`src/rtl/mck_pkg.sv`:
```
`timescale 1ns / 1ps
package mck_pkg;

	localparam int unsigned ToneW = 12;
	localparam int unsigned CodeW = 8;
	localparam int unsigned PhaseW = 5;

	localparam logic [PhaseW-1:0] PH_START  = 5'd0;
	localparam logic [PhaseW-1:0] PH_DASH   = 5'd7;
	localparam logic [PhaseW-1:0] PH_DIT    = 5'd9;
	localparam logic [PhaseW-1:0] PH_STOP   = 5'd10;
	localparam logic [PhaseW-1:0] PH_SPACE  = 5'd15;
	localparam logic [PhaseW-1:0] PH_CHRGAP = 5'd19;
	localparam logic [PhaseW-1:0] PH_FETCH  = 5'd20;

	localparam logic [ToneW-1:0] TONE_RESET = 12'd2100;
	localparam logic [CodeW-1:0] CODE_SPACE = 8'h00;
	localparam logic [CodeW-1:0] CODE_END   = 8'h01;

	localparam logic [7:0] CHAR_FIRST = 8'h2C;
	localparam logic [7:0] CHAR_LAST  = 8'h5A;
	localparam logic [7:0] LOWER_A    = 8'h61;
	localparam logic [7:0] LOWER_Z    = 8'h7A;
	localparam logic [7:0] CASE_DIFF  = 8'h20;

	typedef logic [CodeW-1:0] code_t;

	// symbol codes for ',' through 'Z', read from bit 0, a remaining 1 ends the char
	function automatic code_t code_rom(input logic [5:0] idx);
		code_t c;
		unique case (idx)
			6'd0:  c = 8'h73;
			6'd2:  c = 8'h6a;
			6'd3:  c = 8'h29;
			6'd4:  c = 8'h3f;
			6'd5:  c = 8'h3e;
			6'd6:  c = 8'h3c;
			6'd7:  c = 8'h38;
			6'd8:  c = 8'h30;
			6'd9:  c = 8'h20;
			6'd10: c = 8'h21;
			6'd11: c = 8'h23;
			6'd12: c = 8'h27;
			6'd13: c = 8'h2f;
			6'd19: c = 8'h4c;
			6'd21: c = 8'h06;
			6'd22: c = 8'h11;
			6'd23: c = 8'h15;
			6'd24: c = 8'h09;
			6'd25: c = 8'h02;
			6'd26: c = 8'h14;
			6'd27: c = 8'h0b;
			6'd28: c = 8'h10;
			6'd29: c = 8'h04;
			6'd30: c = 8'h1e;
			6'd31: c = 8'h0d;
			6'd32: c = 8'h12;
			6'd33: c = 8'h07;
			6'd34: c = 8'h05;
			6'd35: c = 8'h0f;
			6'd36: c = 8'h16;
			6'd37: c = 8'h1b;
			6'd38: c = 8'h0a;
			6'd39: c = 8'h08;
			6'd40: c = 8'h03;
			6'd41: c = 8'h0c;
			6'd42: c = 8'h18;
			6'd43: c = 8'h0e;
			6'd44: c = 8'h19;
			6'd45: c = 8'h1d;
			6'd46: c = 8'h13;
			default: c = CODE_SPACE;
		endcase
		return c;
	endfunction

	function automatic code_t encode_char(input logic [7:0] ch);
		logic [7:0] u;
		logic [7:0] off;
		u = ch;
		if (ch >= LOWER_A && ch <= LOWER_Z) begin
			u = ch - CASE_DIFF;
		end
		off = u - CHAR_FIRST;
		if (u < CHAR_FIRST || u > CHAR_LAST) begin
			return CODE_SPACE;
		end
		return code_rom(off[5:0]);
	endfunction

endpackage

```
`src/rtl/morse_code_keyer.sv`:
```
`timescale 1ns / 1ps
// morse code keyer, one beat on the input channel per timer tick
// s_axis: tuser = char_valid, tdata[7:0] = char_byte; with tuser low the
//   tick only advances timing, and in the fetch phase reports finished
// m_axis: one result beat per input beat; tdata[0] = key_on,
//   tdata[12:1] = tone_out, tuser[0] = char_taken, tuser[1] = finished
// cfg_wr_en / cfg_wr_data set tone_code, write it only while idle
// latency: the result beat is valid the cycle after its input beat
// throughput: one tick per cycle unless stalled; the phase/code update and
//   the code table lookup sit in front of the state and result registers
// stall: s_axis_tready drops only while a result is held and m_axis_tready
//   is low; the result register holds its beat until taken
// reset: phase goes to the fetch phase, key off, code zero, tone_code 2100,
//   result register empty; the first tick fetches the first character
module morse_code_keyer (
	input  logic                      clk,
	input  logic                      arst_n,
	input  logic                      s_axis_tvalid,
	output logic                      s_axis_tready,
	input  logic [7:0]                s_axis_tdata,  // char_byte
	input  logic                      s_axis_tuser,  // char_valid
	output logic                      m_axis_tvalid,
	input  logic                      m_axis_tready,
	output logic [15:0]               m_axis_tdata,  // key_on, tone_out, zero pad
	output logic [1:0]                m_axis_tuser,  // char_taken, finished
	input  logic                      cfg_wr_en,
	input  logic [mck_pkg::ToneW-1:0] cfg_wr_data
);
	import mck_pkg::*;

	logic [PhaseW-1:0] phase_q, phase_d;
	code_t             code_q, code_d;
	logic              key_q, key_d;
	logic [ToneW-1:0]  tone_q;
	logic              taken_d, fin_d;
	logic              accept;

	logic              out_valid_q;
	logic              key_on_q;
	logic [ToneW-1:0]  tone_out_q;
	logic              taken_q, fin_q;

	assign s_axis_tready = !out_valid_q || m_axis_tready;
	assign accept = s_axis_tvalid && s_axis_tready;

	always_comb begin
		phase_d = phase_q;
		code_d = code_q;
		key_d = key_q;
		taken_d = 1'b0;
		fin_d = 1'b0;
		priority if (phase_q == PH_START) begin
			if (code_q == CODE_SPACE) begin
				phase_d = PH_SPACE;
			end else if (code_q == CODE_END) begin
				phase_d = PH_CHRGAP;
			end else begin
				key_d = 1'b1;
				phase_d = code_q[0] ? PH_DASH : PH_DIT;
				code_d = code_q >> 1;
			end
		end else if (phase_q == PH_STOP) begin
			key_d = 1'b0;
			phase_d = PH_START;
		end else if (phase_q == PH_FETCH) begin
			if (!s_axis_tuser) begin
				fin_d = 1'b1;
			end else begin
				code_d = encode_char(s_axis_tdata);
				phase_d = PH_START;
				taken_d = 1'b1;
			end
		end else begin
			phase_d = phase_q + 1'b1;
		end
	end

	always_ff @(posedge clk or negedge arst_n) begin
		if (!arst_n) begin
			phase_q <= PH_FETCH;
			code_q <= CODE_SPACE;
			key_q <= 1'b0;
			tone_q <= TONE_RESET;
			out_valid_q <= 1'b0;
		end else begin
			if (cfg_wr_en) begin
				tone_q <= cfg_wr_data;
			end
			if (accept) begin
				phase_q <= phase_d;
				code_q <= code_d;
				key_q <= key_d;
				out_valid_q <= 1'b1;
			end else if (m_axis_tready) begin
				out_valid_q <= 1'b0;
			end
		end
	end

	always_ff @(posedge clk) begin
		if (accept) begin
			key_on_q <= key_d;
			tone_out_q <= key_d ? tone_q : '0;
			taken_q <= taken_d;
			fin_q <= fin_d;
		end
	end

	assign m_axis_tvalid = out_valid_q;
	assign m_axis_tdata = {3'b000, tone_out_q, key_on_q};
	assign m_axis_tuser = {fin_q, taken_q};

	a_phase_range: assert property (@(posedge clk) disable iff (!arst_n)
		phase_q <= PH_FETCH)
		else $error("phase out of range");

	a_key_phase: assert property (@(posedge clk) disable iff (!arst_n)
		key_q |-> (phase_q >= PH_DASH && phase_q <= PH_STOP))
		else $error("key on outside an element");

	a_fin_key_off: assert property (@(posedge clk) disable iff (!arst_n)
		(m_axis_tvalid && m_axis_tuser[1]) |-> !m_axis_tdata[0])
		else $error("finished while key on");

	a_taken_fin: assert property (@(posedge clk) disable iff (!arst_n)
		m_axis_tvalid |-> !(m_axis_tuser[0] && m_axis_tuser[1]))
		else $error("taken and finished together");

	a_fetch_wait: assert property (@(posedge clk) disable iff (!arst_n)
		(accept && phase_q == PH_FETCH && !s_axis_tuser) |=> phase_q == PH_FETCH)
		else $error("left fetch without a character");

endmodule

```
`config.mk`:
```
export PLATFORM = sky130hd
export DESIGN_NAME = morse_code_keyer
export DESIGN_NICKNAME = d
export VERILOG_FILES = /design/src/rtl/mck_pkg.sv /design/src/rtl/morse_code_keyer.sv
export SDC_FILE = /design/constraint.sdc
export NUM_CORES = 1
export LEC_CHECK = 0
export BUFFER_PORTS_ARGS = -buffer_cell sky130_fd_sc_hd__buf_2
export CORE_MARGIN = 5
export CORE_UTILIZATION = 55
export DETAILED_ROUTE_END_ITERATION = 12
export PLACE_DENSITY_LB_ADDON = 0.12
export SYNTH_ARGS = -nofsm -noshare
export SYNTH_HDL_FRONTEND = slang
export SYNTH_SLANG_ARGS = --single-unit
```
`constraint.sdc`:
```
create_clock -name clk -period 6 [get_ports clk]
set_input_delay 0.3 -clock clk [delete_from_list [all_inputs] [get_ports clk]]
set_output_delay 0.3 -clock clk [all_outputs]
set_load 0.1 [all_outputs]
```
-- After elaboration in Yosys (flattened, before gate mapping)
Memory sizes are Yosys's and may differ from the RTL's.
Index checks and enable logic that the tools add are counted.
- output and inout bits: 20
- memories kept: 1
- bits in read-only memories: 448
- logic and storage cells: 71
- input port bits: 26
- register bits: 42
- order comparisons: 4
- mux-type cells: 33
- equal/unequal tests: 7
- reductions and logical operators: 13
- bitwise operators: 1
- add/subtract/negate cells: 3
- memories (name ; words ; width ; read ports ; clocked after Yosys merged registers in ; write ports ; RTL line ; text):
    (no name shown) ; 64 ; 7 ; 1 ; 0 ; 0 ; mck_pkg.sv:31 ; unique case (idx)
- operators with widths (cell ; count):
    8-bit two-way mux ; 13
    5-bit two-way mux ; 6
    1-bit two-way mux ; 13
    8-bit by 1-bit equality test with 1-bit output, second input constant ; 1
    8-bit by 7-bit >= comparator with 1-bit output, second input constant ; 1
    8-bit by 7-bit greater-than comparator with 1-bit output, second input constant ; 1
    8-bit by 7-bit <= comparator with 1-bit output, second input constant ; 1
    8-bit zero test ; 1
    8-bit by 6-bit less-than comparator with 1-bit output, second input constant ; 1
    8-bit by 6-bit subtractor with 8-bit output, second input constant ; 1
    2-bit != test, second input constant ; 3
    6-bit AND reduction ; 1
    2-bit nonzero test ; 3
    6-bit subtractor, second input constant ; 1
    5-bit by 1-bit adder with 5-bit output, second input constant ; 1
    5-bit by 4-bit equality test with 1-bit output, second input constant ; 1
    5-bit equality test, second input constant ; 1
    5-bit zero test ; 1
    4-bit two-way mux ; 1
    4-bit != test, second input constant ; 1
    3-bit OR reduction ; 1
    1-bit logical AND ; 2
    1-bit logical OR ; 2
    2-bit AND reduction ; 1
    2 further kinds ; 2

-- Longest topological paths before layout
Gate-level depths: netlist of run 1.
- word-level depth: 19
- gate-level depth with buffers: 10
- depth with buffers taken out: 7

-- Worst setup path after synthesis of run 1
Ideal clock, no wire load.
- path kind: flip-flop to flip-flop
- start point: register out_valid_q (netlist: m_axis_tvalid)
- end point: register phase_q[3]
- cell stages (with the launch flop): 6
- slack: 2.782 ns
- arrival time: 3.076 ns
- clock period less this slack: 3.218 ns
- path buffers: 0
- data required time: 5.859 ns
- cell sequence: dfrtp_1 nand2b_1 and2_0 o21ai_1 o21ai_0 o21ai_0
- word-level cells in the longest chain between the ends: 4
- ends and longest elaborated chain (what ; RTL line ; text):
    start, declared ; morse_code_keyer.sv:38 ; logic out_valid_q;
    start signal, assigned ; morse_code_keyer.sv:84 ; out_valid_q <= 1'b0;
    start signal, assigned ; morse_code_keyer.sv:93 ; out_valid_q <= 1'b1;
    start signal, assigned ; morse_code_keyer.sv:95 ; out_valid_q <= 1'b0;
    1-bit zero test ; morse_code_keyer.sv:43 ; assign s_axis_tready = !out_valid_q || m_axis_tready;
    1-bit logical OR ; morse_code_keyer.sv:43 ;
    net s_axis_tready ; morse_code_keyer.sv:19 ; output logic s_axis_tready,
    1-bit logical AND ; morse_code_keyer.sv:44 ; assign accept = s_axis_tvalid && s_axis_tready;
    net accept ; morse_code_keyer.sv:36 ; logic accept;
    2-bit AND reduction (no source line) ; - ;
    end signal, assigned ; morse_code_keyer.sv:90 ; phase_q <= phase_d;
    end, declared ; morse_code_keyer.sv:31 ; logic [PhaseW-1:0] phase_q, phase_d;
The timed path passes the listed nets, and every way through them passes these cells.
A chain may end at the register's enable or synchronous reset.

-- Worst setup path in the final report of run 1
- start point: input port s_axis_tdata[2]
- end point: register code_q[2]
- word-level cells in the longest chain between the ends: 19
- ends and longest elaborated chain (what ; RTL line ; text):
    start, declared ; morse_code_keyer.sv:20 ; input logic [7:0] s_axis_tdata,
    8-bit by 7-bit >= comparator with 1-bit output or 8-bit by 7-bit <= comparator with 1-bit output (tied branches) ; mck_pkg.sv:81 ; if (ch >= LOWER_A && ch <= LOWER_Z) begin
    1-bit logical AND ; mck_pkg.sv:81 ;
    8-bit two-way mux * ; mck_pkg.sv:81 ;
    8-bit two-way mux * ; morse_code_keyer.sv:66 ; if (!s_axis_tuser) begin
    8-bit two-way mux * ; morse_code_keyer.sv:65 ; end else if (phase_q == PH_FETCH) begin
    8-bit two-way mux * ; morse_code_keyer.sv:62 ; end else if (phase_q == PH_STOP) begin
    8-bit two-way mux * ; morse_code_keyer.sv:52 ; priority if (phase_q == PH_START) begin
    branches (longest 7 deep; another with memory 64 x 7 bit) ; - ;
    8-bit two-way mux * ; mck_pkg.sv:88 ; return code_rom(off[5:0]);
    8-bit two-way mux * ; morse_code_keyer.sv:66 ;
    8-bit two-way mux * ; morse_code_keyer.sv:65 ;
    8-bit two-way mux * ; morse_code_keyer.sv:62 ;
    8-bit two-way mux * ; morse_code_keyer.sv:52 ;
    end signal, assigned ; morse_code_keyer.sv:91 ; code_q <= code_d;
    end, declared ; morse_code_keyer.sv:32 ; code_t code_q, code_d;
Mark *: on every way between the ends. The select of a mux whose other input is x is not followed.

==> results of run 1 <==
## state kept, by name, indices dropped and copies added (netlist names)
| name | count |
|---|---|
| taken_q | 1 |
| code_q | 7 |
| phase_q | 5 |
| fin_q | 1 |
| tone_out_q | 12 |
| key_q | 1 |
| m_axis_tvalid | 1 |
| key_on_q | 1 |
| tone_q | 12 |
## power by group through the flow
stage / clock network (W) / registers (W) / logic (W)
floorplan: 0 / 0.000477 / 0.000294
global placement: 0 / 0.000410 / 0.000416
detailed placement: 0 / 0.000411 / 0.000422
CTS: 0.000224 / 0.000405 / 0.000429
global route: 0.000235 / 0.000413 / 0.000466
finish: 0.000218 / 0.000405 / 0.000428
## placed cells by master (no fill, tap or decap), types with 3 or more instances in the layout
| cell | netlist | layout |
|---|---|---|
| a2111oi_0 | 3 | 3 |
| nor3_1 | 3 | 3 |
| o21ai_1 | 7 | 7 |
| mux2i_1 | 9 | 9 |
| a211oi_1 | 7 | 7 |
| o21ai_0 | 11 | 11 |
| nor2_1 | 9 | 9 |
| a31oi_1 | 3 | 3 |
| and2_1 | 20 | 20 |
| buf_2 | 8 | 42 |
| ha_1 | 18 | 18 |
| xnor2_1 | 3 | 3 |
| nand2b_1 | 11 | 11 |
| nand3_1 | 3 | 3 |
| o31ai_1 | 3 | 3 |
| nand2_1 | 13 | 13 |
| inv_1 | 11 | 11 |
| mux2_2 | 14 | 14 |
| or2_2 | 3 | 3 |
| a21oi_1 | 6 | 6 |
| dfrtp_1 | 20 | 20 |
| clkbuf_8 | 0 | 5 |
| conb_1 | 1 | 3 |
| dfstp_2 | 6 | 6 |
| edfxtp_1 | 15 | 15 |
| nor2b_1 | 5 | 5 |
## worst max-delay path by stage
stage,startpoint,endpoint,slack [ns],cells after the start
after floorplan,m_axis_tvalid$_DFFE_PN0P_,phase_q[3]$_DFFE_PN0P_,2.78,5
after global placement,s_axis_tdata[2],code_q[2]$_DFFE_PN0P_,3.18,8
after detailed placement,s_axis_tdata[2],code_q[2]$_DFFE_PN0P_,3.10,8
after CTS,s_axis_tdata[2],code_q[2]$_DFFE_PN0P_,3.39,8
after global routing,s_axis_tdata[2],code_q[1]$_DFFE_PN0P_,3.15,8
final,s_axis_tdata[2],code_q[2]$_DFFE_PN0P_,3.35,8
## area by class of cell
type | instances | area (um2) | share of cell area, %
Clock buffer | 6 | 72.57 | 2.309
Sequential cell | 41 | 1109 | 35.27
Tap cell | 70 | 87.58 | 2.787
Inverter | 12 | 45.04 | 1.433
Multi-Input combinational cell | 198 | 1580 | 50.28
Timing Repair Buffer | 42 | 210.2 | 6.688
Clock inverter | 2 | 38.79 | 1.234
## synth_stat cells, drive strengths merged, types with 3 or more instances
master	count
inv	11
ha	18
and2	21
nor3	3
o31ai	4
or2	3
dfstp	6
nand2	13
a31oi	3
a21oi	6
o21ai	20
edfxtp	15
mux2	15
o211a	3
buf	18
nor2	9
nor2b	5
a2111oi	3
xnor2	3
nand2b	11
dfrtp	20
mux2i	9
a211oi	7
nand3	4
## cells by family after synthesis
family | after synthesis
XOR/XNOR | 4
AND/OR/NAND/NOR | 81
multiplexers | 25
flip-flops | 41
AO/OA/AOI/OAI | 67
adder cells (fa/ha/maj) | 18
other | 1
buffers and inverters | 31
## worst register-to-register path: cells and delay by family (launching register included)
kind	cells	cell delay (ns)
simple gates	2	1.05
compound gates	3	0.85
flops	1	0.38
## stage by stage
step	instance area [um2]	hold WS (ns)	utilization, %	setup slack, ns
after floorplan	2853	0.004409	-	2.782
after global placement	3032	0.3290	59.74	3.179
after detailed placement	3032	0.3321	59.74	3.096
after CTS	3143	0.007083	61.93	3.395
after global routing	3143	0.03859	61.93	3.148
final	3143	-0.0009585	61.93	3.352
## routing by layer
metal / share of wire, % / GRT usage (%) / up-vias
li1: - / - / 1042
met1: 44 / 20.50 / 981
met2: 51 / 30.78 / 36
met3: 3.7 / 3.728 / 10
met4: 1.4 / 5.980 / 0
met5: 0 / 0 / -
==> key figures, run 1 <==
Outcome
  – Outcome: finished, violations left
  – Failing checks: negative hold slack

Die
  – Core outline area: 5075 um2
  – Site row count: 26
  – Full die area: approximately 6700 um2
  – Chip width: 81.93 um
  – Die Y: 81.93 um
  – Initial core utilization: 56.07%
  – Io pins: 46

Drt
  – DRT antenna net count: 0
  – Drt initial violations: 107
  – Detailed Route WL: 5409 um
  – DRC viols: 0
  – DRT Pass-1 Iters: 4
  – Vias per cell: approximately 5.6
  – DR WL/cell: 14.58 um
  – Via count: 2,069

Yosys
  – Syn Inst Count: 268
  – Mapped Avg Cell Area: 10.62 um2
  – Synth warn: 0
  – Synth async-reset ratio: between 60% and 70%
  – Number of synthesized register bits: 41
  – Post-Synth XOR/XNOR Area: 1.231%
  – Mux contribution to synthesized area: 10.03%
  – Post-synthesis simple-gate area fraction: between 10% and 20%
  – Cell Area, Synth: 2845 um2
  – Largest area contributor in the netlist: dfrtp_1
  – Synth Area in Compound Gates: 17.94%
  – Seq/Total Area, Yosys: 38.96%
  – Top cells by area, synth: dfrtp_1 (18%), edfxtp_1 (16%), ha_1 (7.9%)
  – Yosys top cell area share: 17.59%
  – Adder-cell share of the synthesized area: 7.916%
  – Number of flops mapped to enable cells by yosys: 15
  – Ys flop type: dfrtp_1
  – Unique masters post-synth: a little under 70
  – Largest family of logic cells by synthesized area: simple AND/OR/NAND/NOR gates

Placement
  – DP HPWL: 3964 um
  – RD Place Congestion: 0.9071
  – Number of instances in the placed design: 363
  – PortBufs: 42

Timing
  – Final setup viols: 0
  – Post-Route Hold Slack: -0.0009585 ns
  – Final Cycle Share: around 44%
  – Fmax: 377.6 MHz
  – Fin crit period: about 2.6 ns
  – Slew headroom: 26.70%
  – Final hold vios: 3
  – Final sum of negative setup slack: 0 ns
  – Slew at the pin closest to its max-slew limit: 1.099 ns
  – Worst Skew: 0.01018 ns
  – RSZ-0062 raised after global routing: no
  – Slew Viols, Final: 0

Worst setup path
  – Worst flop-to-flop path startpoint: m_axis_tvalid$_DFFE_PN0P_
  – Largest fanout on the critical path: 26
  – R2r endpoint: phase_q[3]$_DFFE_PN0P_
  – Max incr delay on CP: 0.87 ns
  – Startpoint types: input pin
  – Setup crit end kind: flop
  – Slowest stage cell on the critical path: ha_1
  – Buffer and inverter count on the worst path: 3
  – WP data required: 6.21 ns
  – Worst path cell trace: buf_2 > clkinv_1 > ha_1 > inv_1 > mux4_2 > nand2_1 > mux2_4 > o21ai_1
  – Reg2reg path depth: 5
  – Type of the worst setup path: in -> reg
  – Reg2reg setup slack: roughly 3.6 ns
  – CP delay by family, top: adder cells
  – Crit path DAT: 2.86 ns

Finish
  – Final Net Count: 344
  – # fillers: 442
  – Final std cells w/o fill: about 370
  – Share of layout cells above drive strength 1: 28.24%
  – Area grow syn2layout: 10.47%
  – Ant diodes: 0

Clock tree
  – CTS tree: yes
  – Clock transition at the registers of the reported paths: approximately 0.080 ns
  – Skew-Pair Late Insertion Delay: just under 0.3 ns
  – Clock Tree Root: clkbuf_8
  – Hold-fix buffers, CTS: 0
  – Num CTS Buffers: 5
  – Maximum root-to-sink buffer count: 2
  – Depth of the CTS H-tree: 2
  – Cts repair resizes: 0
  – Setup bufs post-CTS: 0
  – Clk sinks: 41

Flow run
  – Max-cap violations: 0

Power and ir drop
  – NetSw: ~0.00043 W
  – Part of the power in combinational logic: 40.7%
  – Pwr Density: 334.5 nW/um2
  – Leakage Power: about 1.3 nW
  – Clk pwr share: about a fifth
  – P_int: 0.0006230 W
  – Peak supply drop: 155.9 uV
  – Switch share: between 40% and 50%
  – Sequential fraction of design power: 38.6%
  – Power, Total: 0.001051 W

Global routing
  – GRT Util Overall: 17.31%
  – First-pass GRT wire length: 8956 um
  – Grt ovf: 0
  – Vias in the first global route: around 1,900
  – Largest net degree at the start of global routing: 27
  – Antenna violations before repair: 0

Min path
  – Hold Path Class: in -> async
Power figures use the tool's default switching activity.
==> inputs of run 2 (changes only) <==
- CORE_UTILIZATION: 55 -> 51
- clock period: 6 -> 2.33 ns (I/O delays scaled with it)
==> run 2 against run 1 <==
Compared with the run above: the flow now finishes without violations; non-clock buffer count up 11; clock power up 100%; flip-flop and latch count unchanged; power up 150%; sequential power rose to 2.6 times the previous value; routed wire length up 3.3%; clock skew about the same; hold slack better by 0.050 ns; critical path depth down 1; via count up 2.4%; final cell count up 3.5%; critical endpoint is now code_q[6]$_DFFE_PN0P_; largest cell class unchanged; highest routed layer unchanged.
==> key figures, run 2 (synthesized netlist as in run 1, its figures left out) <==
Clock tree
  – Depth of the CTS H-tree: 2 (unchanged)
  – Num CTS Buffers: 5 (unchanged)
  – CTS tree: yes
  – Maximum root-to-sink buffer count: 2 (unchanged)
  – Setup bufs post-CTS: 0 (unchanged)
  – Clock Tree Root: clkbuf_8
  – Skew-Pair Late Insertion Delay: 0.29 ns (about the same)
  – Clk sinks: 41 (unchanged)
  – Clock transition at the registers of the reported paths: 0.08 ns (about the same)

Timing
  – Fmax: 495.5 MHz
  – Slew Viols, Final: 0 (unchanged)
  – Slew headroom: 62.02% (+35 points)
  – Final setup viols: 0 (unchanged)
  – Worst Skew: 0.01021 ns (+0.00003560 ns)
  – Final hold vios: 0 (-3)
  – RSZ-0062 raised after global routing: no
  – Final Cycle Share: 86.61%
  – Final sum of negative setup slack: 0 ns (unchanged)
  – Fin crit period: 2.018 ns
  – Slew at the pin closest to its max-slew limit: 0.5657 ns (-0.5332 ns)

Global routing
  – Vias in the first global route: 2,079 (+8.5%)
  – First-pass GRT wire length: 9722 um (+8.6%)
  – GRT Util Overall: 16.48% (-0.83 points)
  – Grt ovf: 0 (unchanged)
  – Antenna violations before repair: 0 (unchanged)
  – Largest net degree at the start of global routing: 27 (unchanged)

Power and ir drop
  – Switch share: 41.61% (+0.87 points)
  – Pwr Density: 815.9 nW/um2 (+140%)
  – Clk pwr share: 16.8% (-4.0 points)
  – P_int: 0.001530 W (+150%)
  – NetSw: 0.001090 W (+150%)
  – Sequential fraction of design power: 39.9% (+1.3 points)
  – Part of the power in combinational logic: 43.3% (+2.6 points)
  – Leakage Power: 1.352 nW (+3.3%)
  – Peak supply drop: 402.7 uV (+160%)

Finish
  – Final std cells w/o fill: 384 (+3.5%)
  – Top Registers: tone_out_q: 12 flops, tone_q: 12 flops, code_q: 7 flops
  – Final Net Count: 355 (+3.2%)
  – Most frequent standard cell in the layout excluding fill and tap cells: buf_2
  – Share of layout cells above drive strength 1: 30.77% (+2.5 points)
  – Ant diodes: 0 (unchanged)
  – Area grow syn2layout: 12.88%
  – Final Core Density: 58.69% (-3.2 points)
  – Commonest non-fill, non-tap cells in the layout: buf_2 (42), and2_1 (20), dfrtp_1 (20)

Die
  – Site row count: 27 (+3.8%)
  – Io pins: 46 (unchanged)
  – Die Y: 84.69 um (+3.4%)
  – Core outline area: 5473 um2 (+7.8%)
  – Chip width: 84.69 um (+3.4%)
  – Initial core utilization: 51.99% (-4.1 points)
  – Full die area: 7172 um2 (+6.9%)

Drt
  – Vias per cell: 5.516 (-1.1%)
  – DR WL/cell: 14.54 um (-0.24%)
  – Via count: 2,118 (+2.4%)
  – Drt initial violations: 85 (-21%)
  – DRT antenna net count: 0 (unchanged)
  – DRC viols: 0 (unchanged)
  – DRT Pass-1 Iters: 4 (unchanged)
  – Detailed Route WL: 5585 um (+3.3%)

Placement
  – DP HPWL: 4296 um (+8.4%)
  – PortBufs: 42 (unchanged)
  – RD Place Congestion: 0.9527 (+5.0%)
  – Number of instances in the placed design: 375 (+3.3%)

Worst setup path
  – Setup crit end kind: flop
  – Max incr delay on CP: 0.42 ns (-0.45 ns)
  – Slowest stage cell on the critical path: dfrtp_1
  – Type of the worst setup path: reg -> reg
  – Worst path cell trace: inv_1 > ha_1 > nor4b_4 > nand3_2 > o21ai_4 > nand4_4 > o31ai_2
  – Crit path DAT: 2.22 ns (-0.64 ns)
  – Largest fanout on the critical path: 8 (-69%)
  – WP data required: 2.53 ns (-3.68 ns)
  – Startpoint types: flop

Flow run
  – Max-cap violations: 0 (unchanged)

Outcome
  – Outcome: finished clean

Min path
  – Hold Path Class: in -> reg
run 2: changes by cell type in the layout (fill, tap and decap cells not counted), sizes merged:
cell	before	now
bufinv	1	0
dlygate4sd3	0	1
buf	42	52
clkinvlp	0	1
run 2: what timing repair did:
item / in CTS / in global routing
hold buffers: 1 / 0
endpoints found under the hold margin: 20 / 0
gates resized for setup: 0 / 0
run 2: power by group through the flow:
stage | Clock, W | Combinational, W | Sequential (W)
final | 0.000441 | 0.00113 | 0.00105
after global routing | 0.000487 | 0.00124 | 0.00107
after CTS | 0.000463 | 0.00115 | 0.00105
after detailed placement | 0 | 0.00114 | 0.00106
after global placement | 0 | 0.00113 | 0.00106
after floorplan | 0 | 0.000759 | 0.00123
run 2: stage by stage:
stage	power (W)	hold WS (ns)	worst slack, ns	cell area (um2)
detailed placement	0.002202	0.1608	0.3283	3118
global route	0.002797	0.04319	0.1200	3212
global placement	0.002186	0.1579	0.3427	3118
finish	0.002621	0.04897	0.3119	3212
CTS	0.002655	0.03714	0.2831	3212
floorplan	0.001987	-0.1791	0.02414	2861
run 2: final cells by class:
cell class	count	area (um2)
clock buffers	6	72.57
well taps	72	90.09
repair buffers	53	295.3
multi-input cells	198	1589
clock inverters	2	11.26
inverters	12	45.04
flip-flops and latches	41	1109
fillers	491	2261
run 2: path summary, 6_finish.rpt:
| path | startpoint | to | slack (ns) | cells past startpoint |
|---|---|---|---|---|
| min in group asynchronous | arst_n | phase_q[3]$_DFFE_PN0P_ | 0.34 | 2 |
| worst max-delay path | phase_q[0]$_DFFE_PN0P_ | code_q[6]$_DFFE_PN0P_ | 0.31 | 7 |
| worst min register to register | tone_q[3]$_DFFE_PN0P_ | tone_q[3]$_DFFE_PN0P_ | 0.50 | 1 |
| max in group asynchronous | arst_n | code_q[6]$_DFFE_PN0P_ | 1.59 | 2 |
| worst max register to register | phase_q[0]$_DFFE_PN0P_ | code_q[6]$_DFFE_PN0P_ | 0.31 | 7 |
| worst min-delay path | cfg_wr_data[5] | tone_q[5]$_DFFE_PN1P_ | 0.05 | 2 |
run 2: worst max-delay path: cells and delay by family (launching register included):
| kind | cells | cell delay [ns] |
|---|---|---|
| compound gates | 2 | 0.57 |
| fa+ha+maj | 1 | 0.23 |
| buf+inv | 1 | 0.09 |
| flops | 1 | 0.42 |
| simple gates | 3 | 0.60 |
run 2: layer usage:
metal	vias up	share of wire, %	routed length [um]	global-route usage (%)
met5	-	0	0	0
met4	0	2.5	141	6.475
met3	12	4.0	222	3.238
met2	48	50	2769	28.11
met1	1005	44	2451	20.44
li1	1053	-	-	-
==> inputs of run 3 (changes only) <==
- MAX_ROUTING_LAYER: default -> met4
==> run 3 against run 2 <==
Compared with the run above: critical path depth stayed put; non-clock buffer count is 1 lower; critical endpoint is now code_q[5]$_DFFE_PN0P_; highest routed layer unchanged; routed wire length is 0.14% higher.
==> key figures, run 3 (synthesized netlist as in run 1, its figures left out) <==
Die
  – Site row count: 27 (unchanged)
  – Io pins: 46 (unchanged)
  – Core outline area: 5473 um2 (unchanged)
  – Chip width: 84.69 um (unchanged)
  – Full die area: 7172 um2 (unchanged)
  – Die Y: 84.69 um (unchanged)
  – Initial core utilization: 51.99% (unchanged)

Finish
  – Most frequent standard cell in the layout excluding fill and tap cells: buf_2
  – Share of layout cells above drive strength 1: 31.19% (+0.42 points)
  – Ant diodes: 0 (unchanged)
  – Final Net Count: 354 (-0.28%)
  – Area grow syn2layout: 13.72%
  – Commonest non-fill, non-tap cells in the layout: buf_2 (42), and2_1 (20), dfrtp_1 (20)
  – Top Registers: tone_out_q: 12 flops, tone_q: 12 flops, code_q: 7 flops

Power and ir drop
  – Sequential fraction of design power: 37.9% (-2.0 points)
  – P_int: 0.001642 W (+7.3%)
  – Pwr Density: 852.3 nW/um2 (+4.5%)
  – Switch share: 40.46% (-1.2 points)
  – Leakage Power: 1.362 nW (+0.77%)
  – Clk pwr share: 21.0% (+4.2 points)
  – Part of the power in combinational logic: 41.1% (-2.2 points)
  – NetSw: 0.001116 W (+2.3%)
  – Peak supply drop: 447.9 uV (+11%)
  – Power, Total: 0.002758 W (+5.2%)

Outcome
  – Outcome: finished clean

Timing
  – Final sum of negative setup slack: 0 ns (unchanged)
  – Slew Viols, Final: 0 (unchanged)
  – Final hold vios: 0 (unchanged)
  – Worst Skew: 0.008881 ns (-0.001334 ns)
  – Fmax: 502.7 MHz (+1.5%)
  – Post-Route Hold Slack: 0.05074 ns (+0.001777 ns)
  – Slew headroom: 61.51% (-0.50 points)
  – Fin crit period: 1.989 ns (-0.02888 ns)
  – Final Cycle Share: 85.37% (-1.2 points)
  – Slew at the pin closest to its max-slew limit: 0.5773 ns (+0.01161 ns)
  – Final setup viols: 0 (unchanged)
  – RSZ-0062 raised after global routing: no

Worst setup path
  – Type of the worst setup path: reg -> reg
  – Startpoint types: flop
  – Setup crit end kind: flop
  – Buffer and inverter count on the worst path: 1 (unchanged)
  – CP delay by family, top: simple AND/OR/NAND/NOR gates
  – Crit path DAT: 2.19 ns (-0.03 ns)
  – Worst path cell trace: inv_1 > ha_1 > nor4b_4 > nand3_2 > o21ai_4 > nand4_4 > o31ai_1
  – Slowest stage cell on the critical path: dfrtp_1
  – Max incr delay on CP: 0.43 ns (about the same)
  – WP data required: 2.53 ns (about the same)
  – Largest fanout on the critical path: 8 (unchanged)

Clock tree
  – Depth of the CTS H-tree: 2 (unchanged)
  – CTS tree: yes
  – Skew-Pair Late Insertion Delay: 0.30 ns (about the same)
  – Maximum root-to-sink buffer count: 2 (unchanged)
  – Clock transition at the registers of the reported paths: 0.09 ns (about the same)
  – Clock Tree Root: clkbuf_8
  – Clk sinks: 41 (unchanged)
  – Num CTS Buffers: 5 (unchanged)

Drt
  – Vias per cell: 5.535 (+0.36%)
  – DRT Pass-1 Iters: 4 (unchanged)
  – DRC viols: 0 (unchanged)
  – Drt initial violations: 113 (+33%)
  – DR WL/cell: 14.60 um (+0.40%)
  – Detailed Route WL: 5593 um (+0.14%)
  – DRT antenna net count: 0 (unchanged)
  – Via count: 2,120 (+0.094%)

Placement
  – PortBufs: 42 (unchanged)
  – DP HPWL: 4260 um (-0.84%)
  – RD Place Congestion: 0.9385 (-1.5%)

Global routing
  – Largest net degree at the start of global routing: 27 (unchanged)
  – Vias in the first global route: 2,030 (-2.4%)
  – Grt ovf: 0 (unchanged)
  – GRT Util Overall: 17.00% (+0.52 points)
  – Antenna violations before repair: 0 (unchanged)
  – First-pass GRT wire length: 9618 um (-1.1%)

Flow run
  – Max-cap violations: 0 (unchanged)

Min path
  – Hold Path Class: in -> reg
## run 3: cell count changes in the layout (fill, tap and decap cells not counted)
cell and delta:
buf_4 -1, bufinv_16 +1, clkbuf_1 -1, clkinv_1 -1
clkinv_4 +1
## run 3: what timing repair did
action                    CTS  global route
gates resized for setup     0             0
hold endpoints to repair   20             0
hold buffers                1             0
buffers inserted            0             0
## run 3: power by group through the flow
stage / Combinational (W) / Sequential (W) / Clock [W]
final: 0.00113 / 0.00105 / 0.000579
after detailed placement: 0.00114 / 0.00106 / 0
after floorplan: 0.000759 / 0.00123 / 0
after CTS: 0.00114 / 0.00105 / 0.000589
after global routing: 0.00124 / 0.00107 / 0.000628
after global placement: 0.00113 / 0.00106 / 0
## run 3: worst paths after layout
check / end / slack, ns / depth (start not counted) / start
worst min-delay path: tone_q[5]$_DFFE_PN1P_ / 0.05 / 2 / cfg_wr_data[5]
max in group asynchronous: tone_q[2]$_DFFE_PN1P_ / 1.60 / 2 / arst_n
worst max-delay path: code_q[5]$_DFFE_PN0P_ / 0.34 / 7 / phase_q[0]$_DFFE_PN0P_
worst max register to register: code_q[5]$_DFFE_PN0P_ / 0.34 / 7 / phase_q[0]$_DFFE_PN0P_
worst min register to register: tone_q[10]$_DFFE_PN0P_ / 0.50 / 1 / tone_q[10]$_DFFE_PN0P_
min in group asynchronous: phase_q[3]$_DFFE_PN0P_ / 0.35 / 2 / arst_n
## run 3: layout make-up
type,instances,area (um2)
Clock inverter,3,46.29
Tap cell,72,90.09
Fill cell,503,2237
Sequential cell,41,1109
Timing Repair Buffer,52,287.8
Multi-Input combinational cell,198,1589
Inverter,12,45.04
Clock buffer,5,68.82
## run 3: metal layers
| layer | GRT usage (%) | share of wire, % | up-vias |
|---|---|---|---|
| met2 | 26.98 | 50 | 50 |
| met1 | 20.99 | 44 | 1003 |
| li1 | - | - | 1055 |
| met4 | 7.050 | 2.6 | 0 |
| met5 | - | 0 | - |
| met3 | 3.631 | 4.1 | 12 |
## run 3: stage by stage
step                setup WS, ns  std cells  instance area [um2]  utilization, %
finish                    0.3408        383                 3236           59.12
global placement          0.2763        374                 3110           56.84
CTS                       0.3136        383                 3236           59.12
detailed placement        0.2781        374                 3110           56.84
global route              0.1299        383                 3236           59.12
floorplan                0.02414        270                 2861               -
